==> config.mk <==
export PLATFORM = sky130hd
export DESIGN_NAME = opprof_ram
export DESIGN_NICKNAME = d
export VERILOG_FILES = /design/src/rtl/opcode_and_pair_profiler_unit_defines.svh /design/src/rtl/opprof_ram.sv
export SDC_FILE = /design/constraint.sdc
export NUM_CORES = 2
export LEC_CHECK = 0
export BUFFER_PORTS_ARGS = -buffer_cell sky130_fd_sc_hd__buf_2
export CORE_MARGIN = 5
export CORE_UTILIZATION = 40
export CTS_BUF_LIST = sky130_fd_sc_hd__clkbuf_16
export DETAILED_ROUTE_END_ITERATION = 16
export SYNTH_ARGS = -nofsm -noshare
export SYNTH_HDL_FRONTEND = slang
export SYNTH_SLANG_ARGS = --single-unit
==> constraint.sdc <==
create_clock -name clk -period 4.5 [get_ports clk]
set_clock_uncertainty 0.05 [all_clocks]
set_input_delay 0.675 -clock clk [delete_from_list [all_inputs] [get_ports clk]]
set_output_delay 0.675 -clock clk [all_outputs]
set_load 0.02 [all_outputs]
==> src/rtl/opcode_and_pair_profiler_unit_defines.svh <==
// Assertion macros for the opcode and pair profiler.
// Included by the top level only; expects clk and rst_n in scope.
`ifndef OPCODE_AND_PAIR_PROFILER_UNIT_DEFINES_SVH
`define OPCODE_AND_PAIR_PROFILER_UNIT_DEFINES_SVH

// Same-cycle implication, disabled while reset is asserted.
`define OPPROF_AST_IMP(lbl, ante, cons) \
  lbl: assert property (@(posedge clk) disable iff (!rst_n) (ante) |-> (cons)) \
    else $error("opprof: same-cycle check failed");

// Next-cycle implication, disabled while reset is asserted.
`define OPPROF_AST_NXT(lbl, ante, cons) \
  lbl: assert property (@(posedge clk) disable iff (!rst_n) (ante) |=> (cons)) \
    else $error("opprof: next-cycle check failed");

`endif

==> src/rtl/opprof_ram.sv <==
// Single write port, single read port memory with registered read data.
// Standalone; instantiated twice by the profiler top level.
module opprof_ram #(
  parameter int DEPTH = 128,
  parameter int WIDTH = 32,
  localparam int AW = $clog2(DEPTH)
) (
  input  logic             clk,
  input  logic             wr_en,
  input  logic [AW-1:0]    wr_addr,
  input  logic [WIDTH-1:0] wr_data,
  input  logic             rd_en,
  input  logic [AW-1:0]    rd_addr,
  output logic [WIDTH-1:0] rd_data
);

  logic [WIDTH-1:0] mem [DEPTH];

  always_ff @(posedge clk) begin
    if (wr_en) begin
      mem[wr_addr] <= wr_data;
    end
  end

  // Read-before-write on a same-address collision; the caller forwards.
  always_ff @(posedge clk) begin
    if (rd_en) begin
      rd_data <= mem[rd_addr];
    end
  end

endmodule

Word level (Yosys, flattened, before mapping)
Memories as Yosys holds them, arrays and structs flattened. A register that Yosys moved wholly into a read port is not among the register bits.
Index checks and enable logic that the tools add are counted.
{"block": "classes", "n_mux": 2}
{"cell": "$mux 1", "n": 2}
{"block": "word_totals", "regBits": 0, "ramBits": 4096, "inputBits": 49, "out_inout_bits": 32, "wordCells": 3, "memories": 1}
{"memory": "mem", "words": 128, "word_bits": 32, "rd": 1, "rd_ports_with_merged_regs": 1, "write_ports": 1, "line": "opprof_ram.sv:17", "rtl": "logic [WIDTH-1:0] mem [DEPTH];"}

Longest topological paths before layout
{"block": "depth", "ltp_word": 2, "depth_mapped": 8, "mapped_depth_nobuf": 4}

Least setup slack after synthesis
No wires, ideal clock.
{"block": "synth_path", "kind": "in2reg", "from": "in wr_en", "to": "mem mem[98][0] (enable)", "setup_time_ps": 461, "arrival_time_ps": 3453, "t_required_ps": 3989, "path_slack_ps": 536, "stages": 3, "n_path_buf": 1, "path_cell_list": "clkbuf_1 -> nand4_1 -> nor3_1"}
{"block": "synth_between", "elab_chain_len": 2}
{"item": "start: declaration", "line": "opprof_ram.sv:9", "rtl": "input logic wr_en,"}
{"item": "$mux 1", "line": "opprof_ram.sv:20", "rtl": "if (wr_en) begin"}
{"item": "$mux 1 (not written as such)", "line": "opprof_ram.sv:21", "rtl": "mem[wr_addr] <= wr_data;"}
{"item": "end: declaration", "line": "opprof_ram.sv:17"}
Every way passes these cells.

==> results.ini <==
[setup_path]
startpoint_type = input pin
critical_path_arrival_ns = 3.92
timing.reg2reg.worst_path_depth = 4
critPathKind = input pin to flop
timing.critical_path.to_type = flop
highest_fanout_seen_on_the_critical_path = 30
cp.required_ns = 5.12

[placement]
gpl.final_weighted_congestion = 0.816
dpl.hpwl_um = 250000
portBuffers = 80

[grt]
use_met3 = 0.0445
wire_length_of_the_first_global_routing_pass_um = 604000
globalRouteOverflowTotal = 0
global_route.peak_usage_layer = met2
grt_usage = 0.214
number_of_antenna_violations_at_the_first_check_in_global_routing = 78
use_met1 = 0.300
grt_max_degree = 129
groute.layer.met2.usage = 0.339
number_of_global_route_vias_before_repair = 72483

[timing]
setup-violations-final = 0
tightestPinTransition_ns = 1.25
finalHoldViolations = 0
finalCriticalPeriod_ns = 3.29
setup_tns_ns = 0
finalMaxSlewViolations = 0
final_min_period_over_clock_period = 0.732
max_slew_margin = 0.165
achievable-frequency_mhz = 304
rsz0062_at_grt = false

[floorplanning]
core_region_area_mm2 = 0.390
count_of_boundary_i_o_pins = 81
floorplan.die_area_mm2 = 0.404
rows = 229
initial_standard_cell_utilization_of_the_core = 0.402
die_x_um = 636
chipHeight_um = 636

[drt]
drt-vias-per-instance = 5.97
ant_nets = 0
detail_route.wirelength_um = 439000
first_pass_iteration_count_of_the_detailed_router = 5
vias = 72471
drcViolationCount = 0
wl_per_cell_um = 36.2
drt_iter0_markers = 10723

[synthesis]
post_synth_instance_area_mm2 = 0.157
synthDistinctLibCells = 16
number_of_instances_in_the_synthesized_netlist = 5990
ys_ff_latch = 4128
synth_fp_nets = 6039
synthesis.yosys.warnings = 0
synthesis.area_per_instance_um2 = 26.1
ys_seq_area_frac = 0.792

[cells_and_area]
filler_cell_count = 31498
finalNetCount = 6604
share_of_layout_cells_above_drive_strength_1 = 0.371
area_growth_pct = 15.3
layout_common_cells = sky130_fd_sc_hd__edfxtp_1, sky130_fd_sc_hd__mux4_2, sky130_fd_sc_hd__clkbuf_16, sky130_fd_sc_hd__buf_4, sky130_fd_sc_hd__nor2_4
layout_commonest_cell = sky130_fd_sc_hd__edfxtp_1

[cts]
root_buffer = sky130_fd_sc_hd__clkbuf_16
deepest_clock_path_buffer_count = 4
path_clk_slew_ns = 0.06
cts_tree = built
cts_inserted_buffers = 401
cts.repair_timing.setup_buffer_count = 0
clock_insertion_delay_worst_skew_ns = 0.96
postCtsHoldBufs = 1
h_tree_lvls = 5
post_cts_resized = 0
tritoncts_num_sinks = 4128

[power]
part_of_the_power_in_combinational_logic = 0.054
power_density_mw_per_mm2 = 446
switching_share = 0.213
power_leakage_nw = 55.4
internal_power_mw = 63.3
clkPwrFrac = 0.417
worst_vdd_drop_v = 0.000375
report.power.total_mw = 80.5
power.net_switching_mw = 17.2
p_seq_frac = 0.529

[flow_run]
max_cap_viol_count = 0

[run_status]
run_status = finished clean

[hold_path]
hold_path_class = input pin to flop
timing.hold.worst_path_depth = 1

worst max-delay path, stage by stage:
cell and delay, ns:
sky130_fd_sc_hd__buf_12 0.29, sky130_fd_sc_hd__buf_12 0.29, sky130_fd_sc_hd__buf_4 0.29, sky130_fd_sc_hd__mux4_2 0.53, sky130_fd_sc_hd__mux4_2 0.59, sky130_fd_sc_hd__mux4_2 0.73, sky130_fd_sc_hd__mux2_2 0.36
power groups by stage:
stage / logic (mW) / clock network, mW / registers, mW
after floorplan: 2.05 / 0 / 43.4
after global placement: 4.32 / 0 / 43.4
after detailed placement: 4.38 / 0 / 43.4
after CTS: 4.39 / 34.0 / 42.6
after global routing: 4.52 / 35.6 / 42.6
final: 4.35 / 33.5 / 42.6
layout make-up:
cell class                      instances  area, um2  share of cell area
Timing Repair Buffer                  478       4630              0.0256
Clock buffer                          406      10200              0.0563
Tap cell                             5197       6500              0.0360
Sequential cell                      4128     124000               0.687
Clock inverter                        318       2840              0.0157
Antenna cell                           61        153            0.000846
Multi-Input combinational cell       1546      32300               0.179
synth_stat cells:
library cell | n | area, um2
sky130_fd_sc_hd__buf_4 | 3 | 22.5
sky130_fd_sc_hd__nand4_1 | 3 | 18.8
sky130_fd_sc_hd__edfxtp_1 | 4128 | 124000
sky130_fd_sc_hd__nor2_1 | 122 | 458
sky130_fd_sc_hd__buf_2 | 79 | 395
sky130_fd_sc_hd__nor2b_1 | 7 | 43.8
sky130_fd_sc_hd__nor3_1 | 9 | 45.0
sky130_fd_sc_hd__clkbuf_1 | 182 | 683
sky130_fd_sc_hd__mux4_2 | 1344 | 30300
sky130_fd_sc_hd__mux2_2 | 32 | 360
sky130_fd_sc_hd__buf_6 | 2 | 22.5
sky130_fd_sc_hd__buf_1 | 50 | 188
sky130_fd_sc_hd__or3_1 | 1 | 6.26
sky130_fd_sc_hd__nand2b_1 | 2 | 12.5
sky130_fd_sc_hd__nand2_1 | 14 | 52.6
sky130_fd_sc_hd__nand3_1 | 12 | 60.1
cell families after synthesis:
group | share of synthesized area
AND/OR/NAND/NOR | 0.00445
flip-flops | 0.792
multiplexers | 0.196
buffers and inverters | 0.00837
per-layer routing:
layer,vias up,share of wire
met5,-,0.00057
li1,27653,-
met4,38,0.036
met3,678,0.10
met1,40120,0.39
met2,3982,0.48
stage by stage:
stage | cells | worst slack [ns] | area [um2] | hold slack, ns | utilization
after floorplan | 5990 | 0.536 | 157000 | 0.724 | -
after global placement | 11348 | 0.239 | 167000 | 1.02 | 0.430
after detailed placement | 11348 | 0.258 | 167000 | 1.03 | 0.430
after CTS | 12073 | 1.28 | 180000 | 0.0975 | 0.463
after global routing | 12116 | 1.14 | 180000 | 0.137 | 0.463
final | 12134 | 1.21 | 181000 | 0.140 | 0.463
state kept, by name (all words and copies together) (netlist names):
| signal | count |
|---|---|
| mem | 4096 |
| rd_data | 32 |
worst paths after layout:
| path | from | to | slack, ns |
|---|---|---|---|
| worst max-delay path | rd_addr[0] | rd_data[25] | 1.21 |
| worst min-delay path | wr_data[16] | mem[17][16] | 0.14 |
| worst max register to register | mem[18][22] | rd_data[22] | 1.58 |
| worst min register to register | mem[124][15] | rd_data[15] | 1.17 |
Power figures use the tool's default switching activity.
